## config.mk

```make
export PLATFORM = sky130hd
export DESIGN_NAME = etc1_mip_chain_layout_top
export DESIGN_NICKNAME = d
export VERILOG_FILES = /design/src/design/etc1mc_pkg.sv /design/src/design/etc1mc_front.sv /design/src/design/etc1mc_back.sv /design/src/design/etc1_mip_chain_layout_top.sv
export SDC_FILE = /design/constraint.sdc
export NUM_CORES = 1
export LEC_CHECK = 0
export BUFFER_PORTS_ARGS = -buffer_cell sky130_fd_sc_hd__buf_2
export CAP_MARGIN = 5
export CORE_MARGIN = 1
export CORE_UTILIZATION = 56
export CTS_BUF_LIST = sky130_fd_sc_hd__clkbuf_8
export DETAILED_ROUTE_END_ITERATION = 8
export PLACE_DENSITY = 0.83
export SYNTH_ARGS = -nofsm -noshare
export SYNTH_HDL_FRONTEND = slang
export SYNTH_SLANG_ARGS = --single-unit
```

## constraint.sdc

```tcl
create_clock -name clk_i -period 10.9 [get_ports clk_i]
set_input_delay 1.09 -clock clk_i [delete_from_list [all_inputs] [get_ports clk_i]]
set_output_delay 1.09 -clock clk_i [all_outputs]
set_load 0.02 [all_outputs]
```

## src/design/etc1mc_pkg.sv

```systemverilog
// Shared types, constants and helper functions of the mip chain layout block
package etc1mc_pkg;

  localparam int MaxLevelsDef = 16;
  localparam int LvlCntW      = 5;
  localparam int DimW         = 16;
  localparam int BytesW       = 32;
  localparam int BlkW         = 15;
  localparam int IdxW         = 4;
  localparam int QDepth       = 2;

  // One request as it sits in the queue, level count already clamped
  typedef struct packed {
    logic [DimW-1:0]    width;
    logic [DimW-1:0]    height;
    logic [LvlCntW-1:0] levels;
    logic [BytesW-1:0]  total;
  } req_t;

  // Head of the request queue as the back end sees it
  typedef struct packed {
    logic valid;
    req_t req;
  } qhead_t;

  // 4x4 blocks on one axis, at least one
  function automatic logic [BlkW-1:0] blocks_on_axis(input logic [DimW-1:0] px);
    logic [DimW:0]   sum;
    logic [BlkW-1:0] b;
    sum = {1'b0, px} + (DimW+1)'(3);
    b   = sum[DimW:2];
    if (b == '0) begin
      b = BlkW'(1);
    end
    return b;
  endfunction

  // Halve a dimension, floor of 1
  function automatic logic [DimW-1:0] next_dim(input logic [DimW-1:0] px);
    logic [DimW-1:0] h;
    h = px >> 1;
    if (h == '0) begin
      h = DimW'(1);
    end
    return h;
  endfunction

endpackage

```

## src/design/etc1mc_front.sv

```systemverilog
// Front end: accept requests, clamp the level count, queue them for the walker
module etc1mc_front #(
  parameter int MaxLevels = etc1mc_pkg::MaxLevelsDef
) (
  input  logic                           clk_i,
  input  logic                           rst_ni,
  input  logic                           start,
  output logic                           busy,
  input  logic [etc1mc_pkg::DimW-1:0]    base_width_i,
  input  logic [etc1mc_pkg::DimW-1:0]    base_height_i,
  input  logic [etc1mc_pkg::LvlCntW-1:0] level_count_i,
  input  logic [etc1mc_pkg::BytesW-1:0]  total_bytes_i,
  input  logic                           pop_i,
  output etc1mc_pkg::qhead_t             head_o
);

  localparam int PtrW = (etc1mc_pkg::QDepth > 1) ? $clog2(etc1mc_pkg::QDepth) : 1;
  localparam int CntW = $clog2(etc1mc_pkg::QDepth + 1);

  etc1mc_pkg::req_t             mem_q [etc1mc_pkg::QDepth];
  logic [PtrW-1:0]              wr_ptr_q, wr_ptr_d;
  logic [PtrW-1:0]              rd_ptr_q, rd_ptr_d;
  logic [CntW-1:0]              cnt_q, cnt_d;
  logic                         push, pop;
  logic [etc1mc_pkg::LvlCntW-1:0] lvl_clamped;
  etc1mc_pkg::req_t             req_in;

  // Clamp the level count to one .. MaxLevels
  always_comb begin
    lvl_clamped = level_count_i;
    if (level_count_i == '0) begin
      lvl_clamped = etc1mc_pkg::LvlCntW'(1);
    end else if (level_count_i > etc1mc_pkg::LvlCntW'(MaxLevels)) begin
      lvl_clamped = etc1mc_pkg::LvlCntW'(MaxLevels);
    end
  end

  assign req_in = '{width:  base_width_i,
                    height: base_height_i,
                    levels: lvl_clamped,
                    total:  total_bytes_i};

  assign busy = (cnt_q == CntW'(etc1mc_pkg::QDepth));
  assign push = start && !busy;
  assign pop  = pop_i && (cnt_q != '0);

  // Advance pointers and fill count
  always_comb begin
    wr_ptr_d = wr_ptr_q;
    rd_ptr_d = rd_ptr_q;
    cnt_d    = cnt_q;
    if (push) begin
      wr_ptr_d = (wr_ptr_q == PtrW'(etc1mc_pkg::QDepth - 1)) ? '0 : wr_ptr_q + PtrW'(1);
    end
    if (pop) begin
      rd_ptr_d = (rd_ptr_q == PtrW'(etc1mc_pkg::QDepth - 1)) ? '0 : rd_ptr_q + PtrW'(1);
    end
    if (push && !pop) begin
      cnt_d = cnt_q + CntW'(1);
    end else if (pop && !push) begin
      cnt_d = cnt_q - CntW'(1);
    end
  end

  always_ff @(posedge clk_i or negedge rst_ni) begin
    if (!rst_ni) begin
      wr_ptr_q <= '0;
      rd_ptr_q <= '0;
      cnt_q    <= '0;
    end else begin
      wr_ptr_q <= wr_ptr_d;
      rd_ptr_q <= rd_ptr_d;
      cnt_q    <= cnt_d;
    end
  end

  // Store the incoming item
  always_ff @(posedge clk_i) begin
    if (push) begin
      mem_q[wr_ptr_q] <= req_in;
    end
  end

  assign head_o = '{valid: (cnt_q != '0), req: mem_q[rd_ptr_q]};

endmodule

```

## src/design/etc1mc_back.sv

```systemverilog
// Back end: walk the mip chain, one level per cycle, size stage then offset stage
module etc1mc_back (
  input  logic                           clk_i,
  input  logic                           rst_ni,
  input  etc1mc_pkg::qhead_t             head_i,
  output logic                           pop_o,
  output logic                           out_valid_o,
  output logic [etc1mc_pkg::IdxW-1:0]    level_index_o,
  output logic [etc1mc_pkg::DimW-1:0]    level_width_o,
  output logic [etc1mc_pkg::DimW-1:0]    level_height_o,
  output logic [etc1mc_pkg::BytesW-1:0]  byte_offset_o,
  output logic [etc1mc_pkg::BytesW-1:0]  byte_size_o,
  output logic                           overflow_o,
  output logic                           last_o
);

  localparam int DimW   = etc1mc_pkg::DimW;
  localparam int BytesW = etc1mc_pkg::BytesW;
  localparam int BlkW   = etc1mc_pkg::BlkW;
  localparam int LvlW   = etc1mc_pkg::LvlCntW;
  localparam int IdxW   = etc1mc_pkg::IdxW;

  typedef enum logic [1:0] {
    StIdle = 2'b01,
    StRun  = 2'b10
  } state_e;

  state_e state_q, state_d;
  logic   iss_q, iss_d;
  logic   s2_vld_q, s2_vld_d;
  logic   out_vld_q;

  // Size stage
  logic [DimW-1:0]   w_q, h_q;
  logic [LvlW-1:0]   idx1_q, lvls_q;
  logic [BytesW-1:0] total_q, off_q;

  // Offset stage
  logic [DimW-1:0]   s2_w_q, s2_h_q;
  logic [LvlW-1:0]   s2_idx_q;
  logic [BytesW-1:0] s2_size_q;
  logic              s2_last_q;

  // Result register
  logic [IdxW-1:0]   o_idx_q;
  logic [DimW-1:0]   o_w_q, o_h_q;
  logic [BytesW-1:0] o_off_q, o_size_q;
  logic              o_over_q, o_last_q;

  logic [BlkW-1:0]   bx, by;
  logic [2*BlkW-1:0] prod;
  logic [BytesW-1:0] size;
  logic [BytesW:0]   end_sum;
  logic              over, last_lvl1;
  logic              pop, emit, done, s1_fire;

  // Size of the level in the size stage: blocks across times blocks down times 8
  assign bx   = etc1mc_pkg::blocks_on_axis(w_q);
  assign by   = etc1mc_pkg::blocks_on_axis(h_q);
  assign prod = {{BlkW{1'b0}}, bx} * {{BlkW{1'b0}}, by};
  assign size = {prod[BytesW-4:0], 3'b000};

  // End check of the level in the offset stage, one bit wider so it cannot wrap
  assign end_sum = {1'b0, off_q} + {1'b0, s2_size_q};
  assign over    = end_sum > {1'b0, total_q};

  assign last_lvl1 = ((idx1_q + LvlW'(1)) == lvls_q);
  assign pop       = (state_q == StIdle) && head_i.valid;
  assign emit      = (state_q == StRun) && s2_vld_q;
  assign done      = emit && (over || s2_last_q);
  assign s1_fire   = (state_q == StRun) && iss_q && !done;
  assign pop_o     = pop;

  // Sequence control
  always_comb begin
    state_d  = state_q;
    iss_d    = iss_q;
    s2_vld_d = s2_vld_q;
    case (state_q)
      StIdle: begin
        if (pop) begin
          state_d  = StRun;
          iss_d    = 1'b1;
          s2_vld_d = 1'b0;
        end
      end
      StRun: begin
        s2_vld_d = s1_fire;
        if (s1_fire && last_lvl1) begin
          iss_d = 1'b0;
        end
        if (done) begin
          state_d  = StIdle;
          iss_d    = 1'b0;
          s2_vld_d = 1'b0;
        end
      end
      default: begin
        state_d  = StIdle;
        iss_d    = 1'b0;
        s2_vld_d = 1'b0;
      end
    endcase
  end

  always_ff @(posedge clk_i or negedge rst_ni) begin
    if (!rst_ni) begin
      state_q   <= StIdle;
      iss_q     <= 1'b0;
      s2_vld_q  <= 1'b0;
      out_vld_q <= 1'b0;
    end else begin
      state_q   <= state_d;
      iss_q     <= iss_d;
      s2_vld_q  <= s2_vld_d;
      out_vld_q <= emit;
    end
  end

  // Load a new item, advance the size stage, accumulate the offset
  always_ff @(posedge clk_i) begin
    if (pop) begin
      w_q     <= head_i.req.width;
      h_q     <= head_i.req.height;
      lvls_q  <= head_i.req.levels;
      total_q <= head_i.req.total;
      idx1_q  <= '0;
      off_q   <= '0;
    end else begin
      if (s1_fire) begin
        s2_w_q    <= w_q;
        s2_h_q    <= h_q;
        s2_idx_q  <= idx1_q;
        s2_size_q <= size;
        s2_last_q <= last_lvl1;
        w_q       <= etc1mc_pkg::next_dim(w_q);
        h_q       <= etc1mc_pkg::next_dim(h_q);
        idx1_q    <= idx1_q + LvlW'(1);
      end
      if (emit) begin
        off_q <= end_sum[BytesW-1:0];
      end
    end
  end

  // Capture the result
  always_ff @(posedge clk_i) begin
    if (emit) begin
      o_idx_q  <= s2_idx_q[IdxW-1:0];
      o_w_q    <= s2_w_q;
      o_h_q    <= s2_h_q;
      o_off_q  <= off_q;
      o_size_q <= s2_size_q;
      o_over_q <= over;
      o_last_q <= over || s2_last_q;
    end
  end

  assign out_valid_o    = out_vld_q;
  assign level_index_o  = o_idx_q;
  assign level_width_o  = o_w_q;
  assign level_height_o = o_h_q;
  assign byte_offset_o  = o_off_q;
  assign byte_size_o    = o_size_q;
  assign overflow_o     = o_over_q;
  assign last_o         = o_last_q;

endmodule

```

## src/design/etc1_mip_chain_layout_top.sv

```systemverilog
// Top level of the ETC1 mip chain layout block
//
// Request channel: drive start with base_width_i, base_height_i,
// level_count_i and total_bytes_i; the item is taken at a rising edge
// where start is high and busy is low. A level count of zero means one
// level; counts above MAX_LEVELS are cut to MAX_LEVELS.
// Result channel: one item per mip level on the level_* / byte_* ports,
// marked by out_valid_o for a single cycle. The receiver cannot stall;
// results must be taken as they come. last_o marks the final item of a
// request; overflow_o (with last_o) marks a level that would end past
// total_bytes_i, after which no more levels follow.
// Timing: a request taken into an empty block passes the queue, the size
// stage, the offset stage and the result register before its first
// result appears; the rest follow one per cycle. The walker finishes a
// request before it takes the next; a two-deep request queue lets new
// requests in while it works, and busy rises only when that queue is full.
// Reset: rst_ni clears the queue and the walker; nothing is pending after.
module etc1_mip_chain_layout_top #(
  parameter int MAX_LEVELS = etc1mc_pkg::MaxLevelsDef
) (
  input  logic                           clk_i,
  input  logic                           rst_ni,
  input  logic                           start,
  output logic                           busy,
  input  logic [etc1mc_pkg::DimW-1:0]    base_width_i,
  input  logic [etc1mc_pkg::DimW-1:0]    base_height_i,
  input  logic [etc1mc_pkg::LvlCntW-1:0] level_count_i,
  input  logic [etc1mc_pkg::BytesW-1:0]  total_bytes_i,
  output logic                           out_valid_o,
  output logic [etc1mc_pkg::IdxW-1:0]    level_index_o,
  output logic [etc1mc_pkg::DimW-1:0]    level_width_o,
  output logic [etc1mc_pkg::DimW-1:0]    level_height_o,
  output logic [etc1mc_pkg::BytesW-1:0]  byte_offset_o,
  output logic [etc1mc_pkg::BytesW-1:0]  byte_size_o,
  output logic                           overflow_o,
  output logic                           last_o
);

  etc1mc_pkg::qhead_t head;
  logic               pop;

  // Accept and queue requests
  etc1mc_front #(
    .MaxLevels(MAX_LEVELS)
  ) u_front (
    .clk_i        (clk_i),
    .rst_ni       (rst_ni),
    .start        (start),
    .busy         (busy),
    .base_width_i (base_width_i),
    .base_height_i(base_height_i),
    .level_count_i(level_count_i),
    .total_bytes_i(total_bytes_i),
    .pop_i        (pop),
    .head_o       (head)
  );

  // Walk the chain
  etc1mc_back u_back (
    .clk_i         (clk_i),
    .rst_ni        (rst_ni),
    .head_i        (head),
    .pop_o         (pop),
    .out_valid_o   (out_valid_o),
    .level_index_o (level_index_o),
    .level_width_o (level_width_o),
    .level_height_o(level_height_o),
    .byte_offset_o (byte_offset_o),
    .byte_size_o   (byte_size_o),
    .overflow_o    (overflow_o),
    .last_o        (last_o)
  );

endmodule

```

Word level (Yosys, flattened, before mapping) --
Memory sizes are Yosys's and may differ from the RTL's. Cells that the tools add are included. W data, S select, Z words.
Word-level totals: register bits 280, output and inout bits 104, memories 1, memory bits (writable) 138, logic and storage cells 97, input port bits 72
Memory list:
- u_front.mem_q | depth 2, width 69, read ports 1, clocked after Yosys merged registers in 0, wr ports 1, RTL line etc1mc_front.sv:20 | etc1mc_pkg::req_t mem_q [etc1mc_pkg::QDepth];
Operators by class: reduce and logical (&&, ||, !) cells 26, multiplexer cells 26, equality and inequality tests 7, bitwise operators 1, add/sub/neg operators 8, $lt $le $gt $ge 2, multiply operators 1
Operators by type and width (count):
- $mux W16 | 4
- $mux W15 | 4
- $add A16 B2 Y17 const B | 2
- $add A32 B32 Y33 | 1
- $gt A33 B32 Y1 | 1
- $logic_not A16 Y1 | 2
- $logic_not A15 Y1 | 2
- $mul A15 B15 Y29 | 1
- $logic_and A1 B1 Y1 | 10
- $mux W5 | 2
- $mux W1 | 9
- $mux W2 | 4
- $reduce_and A2 Y1 | 3
- $reduce_bool A2 Y1 | 3
- $add A5 B1 Y5 const B | 1
- $eq A5 B5 Y1 | 1
- $gt A5 B5 Y1 const B | 1
- $logic_not A5 Y1 | 1
- $eq A2 B2 Y1 const B | 2
- $logic_not A1 Y1 | 4
- $pmux W1 S2 | 2
- $pmux W2 S2 | 1
- $ne A3 B2 Y1 const B | 1
- $add A1 B1 Y1 const B | 2
- 7 further kinds | 7

Logic depth before layout (Yosys ltp) --
Gate-level depths: netlist (run 1).
word-level depth 10, gate-level depth with buffers 28, gate-level depth less buffers 27

By module --
Synthesis (run 1) repeated with hierarchy kept, for this count alone.
Second synthesis, totals: cells, all modules 1996, area, all modules 24399.7 um^2
Modules (own cells, without submodules):
- etc1mc_back | sequential area each 7743.7 um^2, cells each 1755, instances 1, area each 18835.6 um^2
- etc1mc_front | sequential area each 4244.1 um^2, cells each 241, instances 1, area each 5564.1 um^2

Least setup slack after synthesis (run 1) --
No wires, ideal clock.
path kind register to register, start point register u_back.w_q[3], end point register u_back.s2_size_q[28] (data pin), arrival 6.634 ns, slack 4.004 ns, stages on the path, launching flop included 27, setup time 0.262 ns, data required time 10.638 ns, cells stage by stage edfxtp_1 -> buf_2 -> and3_1 -> nand4_1 -> nor2_1 -> nand4_1 -> xor2_1 -> nor2_1 -> fa_1 -> inv_1 -> fa_1 -> inv_1 -> fa_1 -> fa_1 -> fa_1 -> inv_1 -> fa_1 -> inv_1 -> ha_1 -> a21oi_1 -> o21ai_0 -> a22o_1 -> nand3b_1 -> nand4_1 -> nand4b_1 -> o31ai_1 -> xnor2_1
On the way: longest elaborated chain between the ends 4
Ends and longest elaborated chain:
- from (decl) | RTL line etc1mc_back.sv:34 | logic [DimW-1:0] w_q, h_q;
- from (signal assigned) | RTL line etc1mc_back.sv:123 | w_q <= head_i.req.width;
- from (signal assigned) | RTL line etc1mc_back.sv:136 | w_q <= etc1mc_pkg::next_dim(w_q);
- $add A16 B2 Y17 (*) | RTL line etc1mc_pkg.sv:30 | sum = {1'b0, px} + (DimW+1)'(3);
- $logic_not A15 Y1 | RTL line etc1mc_pkg.sv:32 | if (b == '0) begin
- $mux W15 (*) | RTL line etc1mc_pkg.sv:32
- $mul A15 B15 Y29 (*) | RTL line etc1mc_back.sv:60 | assign prod = {{BlkW{1'b0}}, bx} * {{BlkW{1'b0}}, by};
- named net u_back.prod[25] | RTL line etc1mc_back.sv:51 | logic [2*BlkW-1:0] prod;
- to (signal assigned) | RTL line etc1mc_back.sv:134 | s2_size_q <= size;
- to (decl) | RTL line etc1mc_back.sv:41 | logic [BytesW-1:0] s2_size_q;
The timed path passes the listed nets; every way through them passes the cells marked *. A chain may end at the register's enable or synchronous reset.

Worst setup path in the final report (run 1) --
start point register u_back.w_q[2], end point register u_back.s2_size_q[31] (data pin)
Same word-level chain as after synthesis.

==> flow_summary.toml, run 1 <==
[status]
status = "finished, final reports clean"

[floorplan]
io_pins = 176
die-area_um2 = 43600
coreArea_um2 = 42000
chipHeight_um = 209
dieWidth_um = 209
num_rows = 75
start_util_pct = 57.0

[clock_network]
clock_path_buffers = 3
cts_tree = "done"
cts_sinks = 412
clk_latency_ps = 640
cts_buffers = 66
cts.clk_slew.worst_paths_ps = 60
postCtsHoldBufs = 0
cts_root_buf = "clkbuf_8"
cts_resized = 0
cts_setup_buffers = 0
h-tree-depth = 3

[routing]
drt_iter0_markers = 1061
vias = 15500
first_pass_iters = 6
drtAntennaViolNets = 0
wire_per_inst_um = 19.2
drt_wl_total_mm = 53.0
via_per_inst = 5.59
drc = 0

[synthesis]
yosysWarnings = 0
async_flop_share_pct = 2.18
synth_edf_count = 369
ys.flop_type = "edfxtp_1"
netlist_instances = 1972
syn_avg_cell_area_um2 = 12.2
ys_seq_elements = 412
synth_area_um2 = 24000
synth_cell_types = 76
ys_seq_area_share_pct = 50.0

[setup_path]
slowest_delay_ps = 700
ff2ff_setup_slack_ps = 2790
cp_data_required_time_ps = 11260
r2r_cells = 25
start_kind = "register"
cp_common_cell = "fa_1"
crit_fanout = 9
cp_slowest_cell = "xor2_1"
critPathKind = "reg -> reg"
worstReg2RegStart = "u_back.w_q[2]$_DFFE_PP_"
worstReg2RegEnd = "u_back.s2_size_q[31]$_DFFE_PP_"
arrival_ps = 8470
cp-end-kind = "register"

[global_routing]
grt_antenna_before_repair = 1
grt_pass1_vias = 16000
grt_max_degree = 74
grt_remaining_overflow = 0
grt_pass1_wl_mm = 83.5
track_usage_pct = 24.9

[finish]
areaGrowthSynthToFinish_pct = 11.6
layout_common_cells = "edfxtp_1, inv_1, nand2_1, nor2_1, buf_2"
drive_above_1_share_pct = 16.2
regArea_um2 = 12000
num-fill-cells = 3217
final_common_cell = "edfxtp_1"
final_nets = 2566
n_antenna_cell = 0
multi_input_comb_area_um2 = 10900

[placed_design]
portBuffers = 169
gp_congestion = 0.905
hpwl_mm = 40.1

[timing]
fmax_mhz = 123
finClkSkew_ps = 29.5
period_share_pct = 74.4
worst_slew_pin_slew_ps = 1290
rsz0062_at_grt = "false"
relSlewSlack_pct = 13.5
setup-violations-final = 0
tns_ps = 0
fin_crit_ps = 8110
final_max_slew_viol_count = 0
final_hold_viol_count = 0

[hold_path]
hp-class = "in -> async"

[run]
max_cap_violations = 0
worst max-delay path: cells and delay by family (launching register included):
kind | cells | cell delay, ps
AOI/OAI and AO/OA | 8 | 1920
DFF | 1 | 450
buffers and inverters | 4 | 210
xor gates and xnor gates | 1 | 700
adders and majority gates | 7 | 3430
and+or+nand+nor | 5 | 1120
synth_stat cells (all sizes together) (13+ instances only):
master,count,share of area [%]
nand3,28,0.58
fa,167,14
nand2,195,3.1
o21a,16,0.53
or2,13,0.34
inv,240,3.8
nand2b,13,0.34
mux2,37,1.7
o21ai,58,1.2
nor3,17,0.40
a21oi,71,1.5
a21o,21,0.66
clkbuf,45,0.70
xnor2,68,2.5
and2,13,0.34
edfxtp,369,46
nor2,190,3.0
buf,14,0.32
mux2i,33,1.4
ha,150,7.8
dfxtp,34,2.8
nand4,18,0.47
xor2,42,1.5
how the worst max path moves through the flow:
| stage | startpoint | end | cells past startpoint |
|---|---|---|---|
| after CTS | u_back.w_q[3]$_DFFE_PP_ | u_back.s2_size_q[31]$_DFFE_PP_ | 25 |
| after global routing | u_back.w_q[3]$_DFFE_PP_ | u_back.s2_size_q[31]$_DFFE_PP_ | 24 |
| after global placement | u_back.w_q[3]$_DFFE_PP_ | u_back.s2_size_q[31]$_DFFE_PP_ | 25 |
| after detailed placement | u_back.w_q[3]$_DFFE_PP_ | u_back.s2_size_q[31]$_DFFE_PP_ | 25 |
| after floorplan | u_back.w_q[3]$_DFFE_PP_ | u_back.s2_size_q[28]$_DFFE_PP_ | 26 |
| final | u_back.w_q[2]$_DFFE_PP_ | u_back.s2_size_q[31]$_DFFE_PP_ | 25 |
cells by family (layout without fill, tap and decap cells):
| logic type | count (synthesis) | after routing | share of synthesized area, % |
|---|---|---|---|
| simple gates | 527 | 527 | 9.65 |
| mux | 70 | 70 | 3.12 |
| xor+xnor | 110 | 110 | 4.02 |
| fa+ha+maj | 317 | 317 | 21.8 |
| flops | 412 | 412 | 50.0 |
| compound gates | 236 | 236 | 6.64 |
| other cells | 1 | 6 | 0.0156 |
| buf+inv | 299 | 551 | 4.79 |
through the flow:
| stage | worst slack, ps | hold slack (ps) | instances | util (%) | area, um^2 |
|---|---|---|---|---|---|
| after floorplan | 4000 | 400 | 1977 | - | 24000 |
| after global placement | 3180 | 403 | 2648 | 60.6 | 25500 |
| after detailed placement | 2850 | 405 | 2648 | 60.6 | 25500 |
| after CTS | 2850 | 268 | 2768 | 63.6 | 26800 |
| after global routing | 2340 | 299 | 2768 | 63.6 | 26800 |
| final | 2790 | 306 | 2768 | 63.6 | 26800 |
per-layer routing:
| metal | part of all wire (%) | track usage (%) |
|---|---|---|
| met1 | 41 | 32.5 |
| met2 | 49 | 42.0 |
| met3 | 6.6 | 4.64 |
| met4 | 2.8 | 8.77 |
| met5 | 0.015 | 0 |
layout make-up:
class                      count  area share [%]
timing repair buffer         191            3.78
sequential                   412            44.8
multi-input combinational   1266            40.8
inverter                     240            3.38
clock inverter                49            1.09
tap                          539            2.52
clock buffer                  71            3.65
sequential cells by signal (all words and copies together), names as in the netlist, 16 cells and up:
register               count
u_front.mem_q            138
u_back.off_q              29
u_back.s2_w_q             16
u_back.level_height_o     16
u_back.h_q                16
u_back.w_q                16
u_back.s2_h_q             16
u_back.s2_size_q          29
u_back.level_width_o      16
u_back.byte_offset_o      29
u_back.byte_size_o        29
u_back.total_q            32
Power of run 1 is left out: the tool's default activity adds up to more than one toggle a clock period on the data nets, which glitch-free logic cannot reach.
==> run 2: changes to the inputs <==
Settings changed: PLACE_DENSITY 0.83 to 0.86.
Clock period 10.9 ns to 7.3 ns, I/O delays scaled along.
==> run 2 against run 1 <==
Effect of this change: worst hold slack worse by 45 ps; global-route usage is 1.7 points higher; cell count up 2.8%; flip-flop and latch count stayed put; first-iteration DRC count up 10%; cell area grew 2.6%; register-to-register slack worse by 2600 ps; die area stayed put; via count rose by 3.6%; wire length up 6.8%; critical path depth increased by 2.
==> flow_summary.toml, run 2 (synthesis gave the netlist of run 1 again) <==
[timing]
tns_ps = 0
setup-violations-final = 0
fmax_mhz = 142
final_hold_viol_count = 0
fin_crit_ps = 7060
rsz0062_at_grt = "false"
period_share_pct = 96.8
finClkSkew_ps = 64.8
final_max_slew_viol_count = 0
relSlewSlack_pct = 22.7
worst_slew_pin_slew_ps = 1160

[setup_path]
cp_data_required_time_ps = 7710
start_kind = "register"
r2r_cells = 27
crit_end = "u_back.s2_size_q[28]$_DFFE_PP_"
worstReg2RegEnd = "u_back.s2_size_q[28]$_DFFE_PP_"
cp-end-kind = "register"
ff2ff_setup_slack_ps = 240
worstReg2RegStart = "u_back.w_q[0]$_DFFE_PP_"
setup.worst_path.start = "u_back.w_q[0]$_DFFE_PP_"
critPathKind = "reg -> reg"
arrival_ps = 7480
crit_fanout = 5

[placed_design]
hpwl_mm = 42.0
portBuffers = 169
gp_congestion = 0.974
place_inst = 2714

[routing]
met2_length_mm = 28.4
drc = 0
dr_wl_met3_mm = 3.82
drt_iter0_markers = 1167
wire_per_inst_um = 19.9
drt_wl_total_mm = 56.7
first_pass_iters = 6
top_layer_used = "met4"
via_per_inst = 5.63
vias = 16000
drtAntennaViolNets = 0
wl_met1_mm = 23.0

[floorplan]
io_pins = 176
start_util_pct = 57.0
chipHeight_um = 209
coreArea_um2 = 42000
num_rows = 75
die-area_um2 = 43600
dieWidth_um = 209

[finish]
areaGrowthSynthToFinish_pct = 14.5
top_regs = "u_front.mem_q (138), u_back.total_q (32)"
regMostFlops = "u_front.mem_q"
final_common_cell = "edfxtp_1"
layout_common_cells = "edfxtp_1, inv_1, nand2_1, nor2_1, buf_2"
n_antenna_cell = 0
largest_reg_flops = 138
fin_cells = 2845
drive_above_1_share_pct = 19.3
final_nets = 2640

[clock_network]
cts_tree = "done"
clock_path_buffers = 3
cts.clk_slew.worst_paths_ps = 60
cts_root_buf = "clkbuf_8"
cts_buffers = 69
h-tree-depth = 3
clk_latency_ps = 690
cts_sinks = 412

[global_routing]
grt_antenna_before_repair = 0
grt_pass1_wl_mm = 88.7
grt_pass1_vias = 16800
track_usage_pct = 26.7
grt_max_degree = 80
grt_remaining_overflow = 0

[status]
status = "finished, final reports clean"

[hold_path]
hp-class = "in -> reg"
worstHoldStart = "base_width_i[9]"

[run]
max_cap_violations = 0
[run 2: cell types whose count changed in the layout (fill, tap and decap cells not counted), sizes merged, moves of 2 or more]
cell    delta
buf       +70
inv        -8
bufinv     +2
clkinv    +12
[run 2: worst max-delay path, stage by stage, from the launching register on]
cell and delay (ps):
edfxtp_1 410, o21a_1 180, nand4_1 90, buf_4 180, nor3_4 240, nand3_1 160, xor2_1 320, buf_4 210
nor2_1 60, fa_1 480, inv_1 50, fa_1 490, inv_1 60, fa_1 520, fa_1 440, fa_1 540
inv_1 50, fa_1 540, inv_1 40, ha_1 350, a21oi_1 150, o21ai_0 130, a22o_1 240, nand3b_1 200
nand4_1 120, nand4b_1 180, o31ai_2 280, xnor2_1 90
[run 2: layout make-up]
class / instances / area (um^2)
Timing Repair Buffer: 262 / 1570
Clock inverter: 56 / 380
Inverter: 240 / 903
Fill cell: 3009 / 14600
Multi-Input combinational cell: 1266 / 11000
Sequential cell: 412 / 12000
Clock buffer: 70 / 963
Tap cell: 539 / 674
[run 2: stage by stage]
stage	hold WS (ps)	instance area (um^2)	setup WS, ps	utilization [%]
after detailed placement	405	26000	38.9	61.8
after floorplan	400	24000	404	-
after global placement	405	26000	251	61.8
after CTS	199	27300	33.7	65.0
final	261	27400	236	65.3
after global routing	214	27400	21.2	65.3
[run 2: what timing repair did]
| action | CTS | global route |
|---|---|---|
| hold buffers | 1 | 0 |
| hold endpoints to repair | 8 | 0 |
| endpoints found under the setup margin | 0 | 11 |
| gates resized for setup | 0 | 17 |
| setup buffers | 0 | 4 |
[run 2: worst min-delay path by stage]
stage	to	slack, ps	cells after the start
after CTS	u_front.mem_q[1][62]$_DFFE_PP_	200	1
final	u_front.mem_q[1][62]$_DFFE_PP_	260	1
after floorplan	u_back.level_height_o[0]$_DFFE_PP_	400	0
after global routing	u_front.mem_q[0][62]$_DFFE_PP_	210	1
after global placement	u_back.level_width_o[12]$_DFFE_PP_	400	0
after detailed placement	u_back.level_width_o[11]$_DFFE_PP_	400	0
[run 2: metal layers]
metal,up-vias,track usage [%]
li1,7284,-
met1,8009,34.2
met2,623,45.3
met3,106,5.31
met4,0,9.18
met5,-,0
Power of run 2 is left out for the same reason.
==> run 3: changes to the inputs <==
--- a/config.mk
+++ b/config.mk
@@ -10,6 +10,7 @@
 export CORE_MARGIN = 1
-export CORE_UTILIZATION = 56
+export CORE_UTILIZATION = 57
 export CTS_BUF_LIST = sky130_fd_sc_hd__clkbuf_8
 export DETAILED_ROUTE_END_ITERATION = 8
-export PLACE_DENSITY = 0.86
+export MAX_ROUTING_LAYER = met4
+export PLACE_DENSITY = 0.87
 export SYNTH_ARGS = -nofsm -noshare
--- a/constraint.sdc
+++ b/constraint.sdc
@@ -3,2 +3,2 @@
 set_output_delay 0.73 -clock clk_i [all_outputs]
-set_load 0.02 [all_outputs]
+set_load 0.005 [all_outputs]
==> run 3 against run 2 <==
Effect of this change: the flow now finishes with violations (DRC); die area shrank 1.7%; cell area grew 0.32%; wire length rose by 0.91%; via count rose by 0.25%; cell count up 0.32%; worst hold slack improved by 19 ps; core utilization is 1.5 points higher; sequential share of layout area fell by 0.14 points; global-route usage increased by 1.0 points; setup slack gained 28 ps; clock skew shrank 28 ps; critical path type unchanged; highest routed layer unchanged.
==> flow_summary.toml, run 3 (synthesis gave the netlist of run 1 again) <==
[timing]
finalWorstSetupSlack_ps = 264
final_max_slew_viol_count = 0
final_hold_viol_count = 0
fmax_mhz = 142
hold-worst-slack_ps = 279
period_share_pct = 96.4
fin_crit_ps = 7040
relSlewSlack_pct = 23.4
finClkSkew_ps = 36.8
setup-violations-final = 0
worst_slew_pin_slew_ps = 1150

[global_routing]
grt_max_degree = 71
track_usage_pct = 27.7
grt_remaining_overflow = 0
grt_pass1_wl_mm = 88.7
grt_antenna_before_repair = 0
grt_pass1_vias = 16500

[placed_design]
portBuffers = 169
hpwl_mm = 42.1
gp_congestion = 0.954
post-place-ws_ps = 39.2

[routing]
drt_iter0_markers = 1101
first_pass_iters = 9
drt_wl_total_mm = 57.2
via_per_inst = 5.63
vias = 16100
wire_per_inst_um = 20.0
drtAntennaViolNets = 0
drc = 12

[clock_network]
cts.clk_slew.worst_paths_ps = 60
cts_buffers = 68
clock_path_buffers = 3
clk_latency_ps = 650
cts_tree = "done"
h-tree-depth = 3
cts_sinks = 412
cts_root_buf = "clkbuf_8"

[setup_path]
crit_fanout = 8
cp_common_cell = "fa_1"
crit_buf_inv = 4
cp-end-kind = "register"
slowest_delay_ps = 590
critPathKind = "reg -> reg"
cp_data_required_time_ps = 7680
arrival_ps = 7410
start_kind = "register"
cp_slowest_cell = "fa_1"
crit_family = "adder cells"

[floorplan]
io_pins = 176
coreArea_um2 = 41200
chipHeight_um = 207
start_util_pct = 58.2
die-area_um2 = 42900
dieWidth_um = 207
num_rows = 74

[status]
violations = "DRC"
status = "finished, violations left"

[finish]
final_nets = 2659
final_common_cell = "edfxtp_1"
n_antenna_cell = 0
final_core_util_pct = 66.8
drive_above_1_share_pct = 20.1
areaGrowthSynthToFinish_pct = 14.8
layout_common_cells = "edfxtp_1, inv_1, nand2_1, nor2_1, buf_2"
largest_reg_flops = 138
regMostFlops = "u_front.mem_q"
top_regs = "u_front.mem_q (138), u_back.total_q (32)"

[hold_path]
hp-class = "in -> reg"

[run]
max_cap_violations = 0
-- run 3: routing by layer --
metal  track usage, %  routed length [um]  share of wire (%)  vias up
met5                -                   0                  0        -
met1             35.8               23600                 41     7989
met4             8.96                1450                2.5        0
li1                 -                   -                  -     7338
met2             45.4               28600                 50      624
met3             3.81                3500                6.1      111
-- run 3: area by class of cell --
class | count | area (um^2)
Timing Repair Buffer | 282 | 1720
Tap cell | 532 | 666
Fill cell | 2904 | 13700
Clock buffer | 73 | 1000
Clock inverter | 49 | 263
Sequential cell | 412 | 12000
Multi-Input combinational cell | 1266 | 11000
Inverter | 240 | 903
-- run 3: path summary, 6_finish.rpt --
check	end	cells after the start	slack, ps	start
setup / recovery	u_back.s2_size_q[28]$_DFFE_PP_	25	260	u_back.h_q[6]$_DFFE_PP_
hold / removal	u_front.mem_q[0][26]$_DFFE_PP_	1	280	total_bytes_i[26]
setup reg to reg	u_back.s2_size_q[28]$_DFFE_PP_	25	260	u_back.h_q[6]$_DFFE_PP_
hold reg to reg	u_back.level_width_o[9]$_DFFE_PP_	0	410	u_back.s2_w_q[9]$_DFFE_PP_
max in group asynchronous	u_back.state_q[0]$_DFFE_PN1P_	2	6560	rst_ni
min in group asynchronous	u_front.cnt_q[0]$_DFFE_PN0P_	2	490	rst_ni
-- run 3: stage by stage --
| step | cell area [um^2] | TNS [ps] | cells |
|---|---|---|---|
| 2_1_floorplan | 24000 | 0 | 1977 |
| 3_3_place_gp | 26000 | 0 | 2715 |
| 3_5_place_dp | 26000 | 0 | 2715 |
| 4_1_cts | 27300 | 0 | 2838 |
| 5_1_grt | 27500 | -180 | 2854 |
| 6_report | 27500 | 0 | 2854 |
-- run 3: worst reg2reg max path: cells and delay by family (launching register included) --
family / cells / cell delay [ps]
simple gates: 7 / 1270
buf+inv: 4 / 370
flops: 1 / 430
fa+ha+maj: 7 / 3440
compound gates: 5 / 990
xor+xnor: 2 / 290
-- run 3: timing repair --
action,CTS,global route
endpoints found under the hold margin,8,0
hold buffers,1,0
setup endpoints to repair,0,7
resized for setup,0,24
setup buffers,0,16
Power of run 3 is left out for the same reason.
